<file path="config.mk">
export PLATFORM = sky130hd
export DESIGN_NAME = vectored_interrupt_unit
export DESIGN_NICKNAME = d
export VERILOG_FILES = /design/src/rtl/viu_pkg.sv /design/src/rtl/vectored_interrupt_unit.sv
export SDC_FILE = /design/constraint.sdc
export NUM_CORES = 1
export LEC_CHECK = 0
export BUFFER_PORTS_ARGS = -buffer_cell sky130_fd_sc_hd__buf_2
export CAP_MARGIN = 20
export CORE_MARGIN = 4
export CORE_UTILIZATION = 65
export CTS_BUF_LIST = sky130_fd_sc_hd__clkbuf_8
export CTS_CLUSTER_SIZE = 12
export DETAILED_ROUTE_END_ITERATION = 12
export MAX_ROUTING_LAYER = met4
export PLACE_DENSITY = 0.83
export SYNTH_ARGS = -nofsm -noshare
export SYNTH_HDL_FRONTEND = slang
export SYNTH_SLANG_ARGS = --single-unit
</file>
<file path="constraint.sdc">
create_clock -name clk -period 4.8 [get_ports clk]
set_input_delay 0.24 -clock clk [delete_from_list [all_inputs] [get_ports clk]]
set_output_delay 0.24 -clock clk [all_outputs]
set_load 0.01 [all_outputs]
</file>
<file path="src/rtl/viu_pkg.sv">
`timescale 1ns / 1ps
`default_nettype none

package viu_pkg;

	typedef logic [1:0] op_t;
	typedef logic [6:0] offset_t;

	localparam op_t OP_READ   = 2'd0;
	localparam op_t OP_WRITE  = 2'd1;
	localparam op_t OP_UPDATE = 2'd2;
	localparam op_t OP_FETCH  = 2'd3;

	localparam offset_t OFF_PENDING   = 7'h00;
	localparam offset_t OFF_ACK       = 7'h02;
	localparam offset_t OFF_TRIGGER   = 7'h04;
	localparam offset_t OFF_ENABLE0   = 7'h06;
	localparam offset_t OFF_ENABLE1   = 7'h08;
	localparam offset_t OFF_ENABLE2   = 7'h0A;
	localparam offset_t OFF_ENABLE3   = 7'h0C;
	localparam offset_t OFF_MODE      = 7'h0E;
	localparam offset_t OFF_INVERT    = 7'h10;
	localparam offset_t OFF_VEC_FIRST = 7'h12;
	localparam offset_t OFF_VEC_LAST  = 7'h50;
	localparam offset_t OFF_DISABLE   = 7'h52;

	localparam logic [15:0] VEC_HI_KEEP = 16'h8003;

	localparam int MAX_LINES = 4;

	// Only bits 31, 17 and 16 of a vector are kept in its high half.
	function automatic logic [2:0] vec_hi_pack(input logic [15:0] wd);
		logic [15:0] kept;
		kept = wd & VEC_HI_KEEP;
		return {kept[15], kept[1:0]};
	endfunction

	function automatic logic [15:0] vec_hi_word(input logic [2:0] hi);
		return {hi[2], 13'd0, hi[1:0]};
	endfunction

endpackage

`default_nettype wire

</file>
<file path="src/rtl/vectored_interrupt_unit.sv">
// Vectored interrupt unit with NUM_SOURCES sources and NUM_LINES output lines.
// Each accepted word passes through the input register and then the result register before it is shown.
// Throughput: one word per cycle; the input register and the result register
// each hold one word, and in_stall rises only while a shown result is stalled.
// Reset clears all masks, pending and level state, the vector table and valids.
`timescale 1ns / 1ps
`default_nettype none

module vectored_interrupt_unit #(
	parameter int NUM_SOURCES = 16,
	parameter int NUM_LINES   = 4
) (
	input  wire logic                           clk,
	input  wire logic                           arst_n,
	input  wire logic                           in_valid,
	output logic                                in_stall,
	input  wire logic [1:0]                     operation,
	input  wire logic [6:0]                     reg_offset,
	input  wire logic [15:0]                    write_data,
	input  wire logic [15:0]                    source_lines,
	output logic                                out_valid,
	input  wire logic                           out_stall,
	output logic [31:0]                         read_data,
	output logic [viu_pkg::MAX_LINES-1:0]       irq_lines
);

	localparam int SRC_IW  = (NUM_SOURCES > 1) ? $clog2(NUM_SOURCES) : 1;
	localparam int LINE_IW = (NUM_LINES > 1) ? $clog2(NUM_LINES) : 1;

	logic                   valid_s1;
	viu_pkg::op_t           op_s1;
	viu_pkg::offset_t       off_s1;
	logic [15:0]            wd_s1;
	logic [15:0]            src_s1;

	logic [NUM_SOURCES-1:0] pend_q, level_q, hold_q, trig_q, mode_q, inv_q, dis_q;
	logic [NUM_SOURCES-1:0] en_q [NUM_LINES];
	logic [2:0]             vhi_q [NUM_SOURCES];
	logic [15:0]            vlo_q [NUM_SOURCES];

	logic                   out_valid_q;
	logic [31:0]            rd_q;
	logic [viu_pkg::MAX_LINES-1:0] lines_q;

	logic                   advance, fire;
	logic [NUM_SOURCES-1:0] wm, lvl, pend_r, pend_d;
	logic [NUM_SOURCES-1:0] hold_d, trig_d, mode_d, inv_d, dis_d;
	logic [NUM_SOURCES-1:0] en_d [NUM_LINES];
	logic                   ack;
	logic                   vwr_hi, vwr_lo;
	viu_pkg::offset_t       diff_e, diff_v;
	logic [1:0]             eidx;
	logic [3:0]             vidx;
	logic                   en_ok, v_ok;
	logic [31:0]            rd_d;
	logic [viu_pkg::MAX_LINES-1:0] lines_d;
	logic [NUM_SOURCES-1:0] hit;
	logic [SRC_IW-1:0]      fidx;
	logic                   found;

	assign advance   = !out_valid_q || !out_stall;
	assign fire      = valid_s1 && advance;
	assign in_stall  = valid_s1 && !advance;
	assign out_valid = out_valid_q;
	assign read_data = rd_q;
	assign irq_lines = lines_q;

	assign diff_e = off_s1 - viu_pkg::OFF_ENABLE0;
	assign diff_v = off_s1 - viu_pkg::OFF_VEC_FIRST;
	assign eidx   = diff_e[2:1];
	assign vidx   = diff_v[5:2];
	assign en_ok  = 32'(eidx) < NUM_LINES;
	assign v_ok   = 32'(vidx) < NUM_SOURCES;
	assign wm     = wd_s1[NUM_SOURCES-1:0];

	always_comb begin
		hit   = pend_q & en_q[NUM_LINES-1];
		fidx  = '0;
		found = 1'b0;
		for (int i = NUM_SOURCES - 1; i >= 0; i--) begin
			if (hit[i]) begin
				fidx  = SRC_IW'(i);
				found = 1'b1;
			end
		end
	end

	always_comb begin
		hold_d = hold_q;
		trig_d = trig_q;
		mode_d = mode_q;
		inv_d  = inv_q;
		dis_d  = dis_q;
		en_d   = en_q;
		ack    = 1'b0;
		vwr_hi = 1'b0;
		vwr_lo = 1'b0;
		rd_d   = '0;
		unique case (op_s1)
			viu_pkg::OP_READ: begin
				if (!off_s1[0]) begin
					unique case (off_s1) inside
						viu_pkg::OFF_PENDING: rd_d = 32'(pend_q);
						viu_pkg::OFF_TRIGGER: rd_d = 32'(trig_q);
						viu_pkg::OFF_ENABLE0, viu_pkg::OFF_ENABLE1,
						viu_pkg::OFF_ENABLE2, viu_pkg::OFF_ENABLE3: begin
							if (en_ok) rd_d = 32'(en_q[eidx[LINE_IW-1:0]]);
						end
						viu_pkg::OFF_MODE:    rd_d = 32'(mode_q);
						viu_pkg::OFF_INVERT:  rd_d = 32'(inv_q);
						[viu_pkg::OFF_VEC_FIRST:viu_pkg::OFF_VEC_LAST]: begin
							if (v_ok) begin
								if (diff_v[1]) rd_d = 32'(vlo_q[vidx[SRC_IW-1:0]]);
								else rd_d = 32'(viu_pkg::vec_hi_word(vhi_q[vidx[SRC_IW-1:0]]));
							end
						end
						viu_pkg::OFF_DISABLE: rd_d = 32'(dis_q);
						default:              rd_d = '0;
					endcase
				end
			end
			viu_pkg::OP_WRITE: begin
				if (!off_s1[0]) begin
					unique case (off_s1) inside
						viu_pkg::OFF_ACK:     ack    = 1'b1;
						viu_pkg::OFF_TRIGGER: trig_d = wm;
						viu_pkg::OFF_ENABLE0, viu_pkg::OFF_ENABLE1,
						viu_pkg::OFF_ENABLE2, viu_pkg::OFF_ENABLE3: begin
							if (en_ok) en_d[eidx[LINE_IW-1:0]] = wm;
						end
						viu_pkg::OFF_MODE:    mode_d = wm;
						viu_pkg::OFF_INVERT:  inv_d  = wm;
						[viu_pkg::OFF_VEC_FIRST:viu_pkg::OFF_VEC_LAST]: begin
							vwr_lo = v_ok && diff_v[1];
							vwr_hi = v_ok && !diff_v[1];
						end
						viu_pkg::OFF_DISABLE: dis_d  = wm;
						default:              ack    = 1'b0;
					endcase
				end
			end
			viu_pkg::OP_UPDATE: hold_d = src_s1[NUM_SOURCES-1:0];
			viu_pkg::OP_FETCH: begin
				if (found) begin
					rd_d = {viu_pkg::vec_hi_word(vhi_q[fidx]), vlo_q[fidx]};
				end
			end
			default: rd_d = '0;
		endcase

		lvl    = ((hold_d ^ inv_d) | trig_d) & ~dis_d;
		pend_r = pend_q | (lvl & ~level_q);
		pend_d = ack ? (pend_r & ~(wm & (mode_q | ~lvl))) : pend_r;

		lines_d = '0;
		for (int l = 0; l < NUM_LINES; l++) begin
			lines_d[l] = |(en_d[l] & pend_d);
		end
	end

	always_ff @(posedge clk or negedge arst_n) begin
		if (!arst_n) begin
			valid_s1 <= 1'b0;
		end else if (!in_stall) begin
			valid_s1 <= in_valid;
		end
	end

	always_ff @(posedge clk) begin
		if (in_valid && !in_stall) begin
			op_s1  <= operation;
			off_s1 <= reg_offset;
			wd_s1  <= write_data;
			src_s1 <= source_lines;
		end
	end

	always_ff @(posedge clk or negedge arst_n) begin
		if (!arst_n) begin
			pend_q  <= '0;
			level_q <= '0;
			hold_q  <= '0;
			trig_q  <= '0;
			mode_q  <= '0;
			inv_q   <= '0;
			dis_q   <= '0;
			for (int l = 0; l < NUM_LINES; l++) en_q[l] <= '0;
			for (int v = 0; v < NUM_SOURCES; v++) begin
				vhi_q[v] <= '0;
				vlo_q[v] <= '0;
			end
		end else if (fire) begin
			pend_q  <= pend_d;
			level_q <= lvl;
			hold_q  <= hold_d;
			trig_q  <= trig_d;
			mode_q  <= mode_d;
			inv_q   <= inv_d;
			dis_q   <= dis_d;
			for (int l = 0; l < NUM_LINES; l++) en_q[l] <= en_d[l];
			if (vwr_hi) vhi_q[vidx[SRC_IW-1:0]] <= viu_pkg::vec_hi_pack(wd_s1);
			if (vwr_lo) vlo_q[vidx[SRC_IW-1:0]] <= wd_s1;
		end
	end

	always_ff @(posedge clk or negedge arst_n) begin
		if (!arst_n) begin
			out_valid_q <= 1'b0;
		end else if (advance) begin
			out_valid_q <= valid_s1;
		end
	end

	always_ff @(posedge clk) begin
		if (fire) begin
			rd_q    <= rd_d;
			lines_q <= lines_d;
		end
	end

endmodule

`default_nettype wire

</file>
==> impl_metrics.csv <==
group,metric,value,unit
sta,finalCritPeriodShare,0.877,
detailed_routing,drt_wl_total,90.9,mm
setup_path,critical_path_class,"reg -> reg",
setup_path,crit_family,"simple AND/OR/NAND/NOR gates",
logic_synthesis,async_flop_share,0.883,
placed_design,dp_hpwl,59.5,mm
die,core,45400,sq um
finish,drive_gt1_frac,0.371,
die,dieArea,49500,sq um
setup_path,cp_slowest_stage_delay,0.81,ns
setup_path,r2r_slack,0.59,ns
cts,insertion_delay,0.71,ns
cts,postCtsHoldBufs,45,
placed_design,placed_area,31100,sq um
die,top_level_ports,83,
sta,maxSlewHeadroom,0.222,
setup_path,worst_path_max_delay_cell,"nor4b_4",
setup_path,timing.rr.start,"op_s1[1]$_DFFE_PP_",
placed_design,portBuffers,69,
finish,num-nets-final,2519,
logic_synthesis,yosysTopAreaCellShare,0.404,
finish,regArea,14000,sq um
cts,ctsRootBufferMaster,"clkbuf_8",
power_and_ir_drop,vdd_drop_max,0.301,mV
cts,cts_tree,"done",
setup_path,startpoint_type,"flip-flop",
die,start_util,0.658,
detailed_routing,drt-initial-drc-count,2791,
run_status,outcome,"finished clean",
placed_design,place.gp.congestion,0.939,
logic_synthesis,ys_seq_area_frac,0.468,
setup_path,r2r-end,"irq_lines[2]$_DFFE_PP_",
cts,h-tree-depth,3,
grt,antenna_found_initial,2,
sta,worst_slew_pin_slew,1.17,ns
sta,period_needed,4.21,ns
logic_synthesis,ys_ff_latch,546,
cts,cts_resized,0,
sta,setup-violations-final,0,
grt,grt_max_degree,141,
cts,cts_buffers,92,
setup_path,path_buf_inv,2,
logic_synthesis,yosys_warnings,0,
logic_synthesis,synth_top_flop_cell,"dfrtp_1",
sta,fmax,0.238,GHz
detailed_routing,drt-vias-per-instance,7.12,
setup_path,path_cells,"inv_1 > ha_1 > nor4b_4 > nand2_2 > buf_4 > a221oi_2 > o211ai_1 > o21a_1 > a222oi_1 > nand4_1 > or4_1",
finish,fillerInstances,2886,
detailed_routing,drc_errors,0,
logic_synthesis,yosys.area.top_type,"dfrtp_1",
sta,finalWorstSetupSlack,0.590,ns
finish,area_delta_synth_final,12.4,%
logic_synthesis,netlist_top_cells_area,"dfrtp_1 (40%), mux2_2 (17%), mux4_2 (9.6%)",
finish,finalInstanceArea,33600,sq um
finish,multi_input_area,15100,sq um
sta,tns,0,ns
sta,finalClockSkew,0.0338,ns
die,core.rowCount,78,
cts,clkTransAtPathRegs,0.06,ns
grt,grt_usage,0.378,
grt,grt.overflow.total,0,
power_and_ir_drop,p_leak,0.0151,uW
placed_design,place_worst_setup_slack,0.692,ns
setup_path,path_max_fanout,16,
logic_synthesis,ys_types,88,
sta,slew_viol_final,0,
detailed_routing,final_antenna_net_count,0,
setup_path,r2r_cells,11,
logic_synthesis,syn_inst,2359,
worst_hold_path,hold_path.class,"in -> async",
sta,rsz0062_at_grt,"false",
grt,grt_pass1_vias,22800,
detailed_routing,first_pass_iters,6,
finish,mostFrequentLayoutCell,"dfrtp_1",
setup_path,worstPathArrival,4.64,ns
cts,ctsLongestPathBuffers,3,
logic_synthesis,avgSynthCellArea,12.7,sq um
finish,final_cell_mix,"dfrtp_1 (482), mux2_2 (461), nand2_1 (168)",
setup_path,cp_data_required_time,5.23,ns
cts,cts_sinks,546,
logic_synthesis,synth-edff-count,64,
setup_path,end_kind,"flip-flop",
detailed_routing,wl_per_cell,28.9,um
grt,grt_pass1_wl,140,mm
detailed_routing,vias,22400,
logic_synthesis,synth_area,29900,sq um
flow_run,max_cap_violations,0,
cts,cts_setup_buffers,0,
die,dieHeight,222,um
die,die_x,222,um
sta,hold_violations,0,
power_and_ir_drop,p_per_area,332,nW/um^2
-- logic make-up (layout without fill, tap and decap cells) --
| family | Yosys count | in the layout | synth area share |
|---|---|---|---|
| adders and majority gates | 9 | 9 | 0.00377 |
| other | 1 | 15 | 0.000126 |
| DFF | 546 | 546 | 0.468 |
| xor gates and xnor gates | 22 | 22 | 0.00645 |
| and+or+nand+nor | 400 | 400 | 0.0681 |
| AOI/OAI and AO/OA | 394 | 394 | 0.0936 |
| buffers and inverters | 232 | 402 | 0.0344 |
| muxes | 755 | 755 | 0.326 |
-- metal layers --
metal  up-vias  track usage  wire length [um]
li1       9204            -                 -
met1     11400        0.502             34600
met2      1474        0.566             42100
met3       313       0.0883              9740
met4         0        0.165              4450
met5         -            -                 0
-- how the worst max path moves through the flow --
stage | from | end | slack [ns] | depth (start not counted)
after floorplan | off_s1[1]$_DFFE_PP_ | vlo_q[149]$_DFFE_PN0P_ | 0.62 | 12
after global placement | off_s1[4]$_DFFE_PP_ | irq_lines[2]$_DFFE_PP_ | 0.79 | 8
after detailed placement | op_s1[1]$_DFFE_PP_ | irq_lines[2]$_DFFE_PP_ | 0.69 | 11
after CTS | op_s1[1]$_DFFE_PP_ | irq_lines[0]$_DFFE_PP_ | 0.67 | 10
after global routing | op_s1[1]$_DFFE_PP_ | irq_lines[0]$_DFFE_PP_ | 0.41 | 11
final | op_s1[1]$_DFFE_PP_ | irq_lines[2]$_DFFE_PP_ | 0.59 | 11
-- sequential cells by signal (all words and copies together), names as in the netlist, 19 cells and up --
name and cells:
vlo_q 256, en_q 64, vhi_q 48, read_data 19
-- power by group --
part           switching (uW)  internal, uW  leakage, uW  total, uW
clock network            1970          2300      0.00111       4260
registers                 275          4950      0.00721       5220
logic                     969           686      0.00683       1660
-- per-stage QoR --
step           instances  hold slack [ns]  utilization  total power, uW
5_1_grt             3143            0.244        0.740            11600
6_report            3143            0.213        0.740            11100
4_1_cts             3137            0.197        0.737            11100
3_5_place_dp        2922            0.358        0.685             6870
2_1_floorplan       2371          -0.0556            -             6250
3_3_place_gp        2922            0.344        0.685             6810
-- cell usage after synthesis, types with 18 or more instances --
| cell type | number |
|---|---|
| dfrtp_1 | 482 |
| mux2_2 | 461 |
| nand2_1 | 169 |
| mux2i_1 | 166 |
| mux4_2 | 127 |
| clkbuf_1 | 117 |
| o21ai_0 | 65 |
| edfxtp_1 | 64 |
| a21oi_1 | 63 |
| nor2_1 | 61 |
| a22oi_1 | 53 |
| buf_2 | 53 |
| nor3_1 | 32 |
| and2_1 | 23 |
| a211oi_1 | 22 |
| buf_4 | 22 |
| nand3_1 | 20 |
| a31oi_1 | 18 |
| buf_1 | 18 |
| inv_1 | 18 |
-- cell type report --
cell class                      instances  share of cell area
Multi-Input combinational cell       1593               0.449
Sequential cell                       546               0.417
Timing Repair Buffer                  212              0.0528
Clock buffer                          120              0.0492
Tap cell                              600              0.0224
Clock inverter                         50             0.00742
Inverter                               20             0.00224
Antenna cell                            2            0.000149
(Power assumes the default switching activity.)
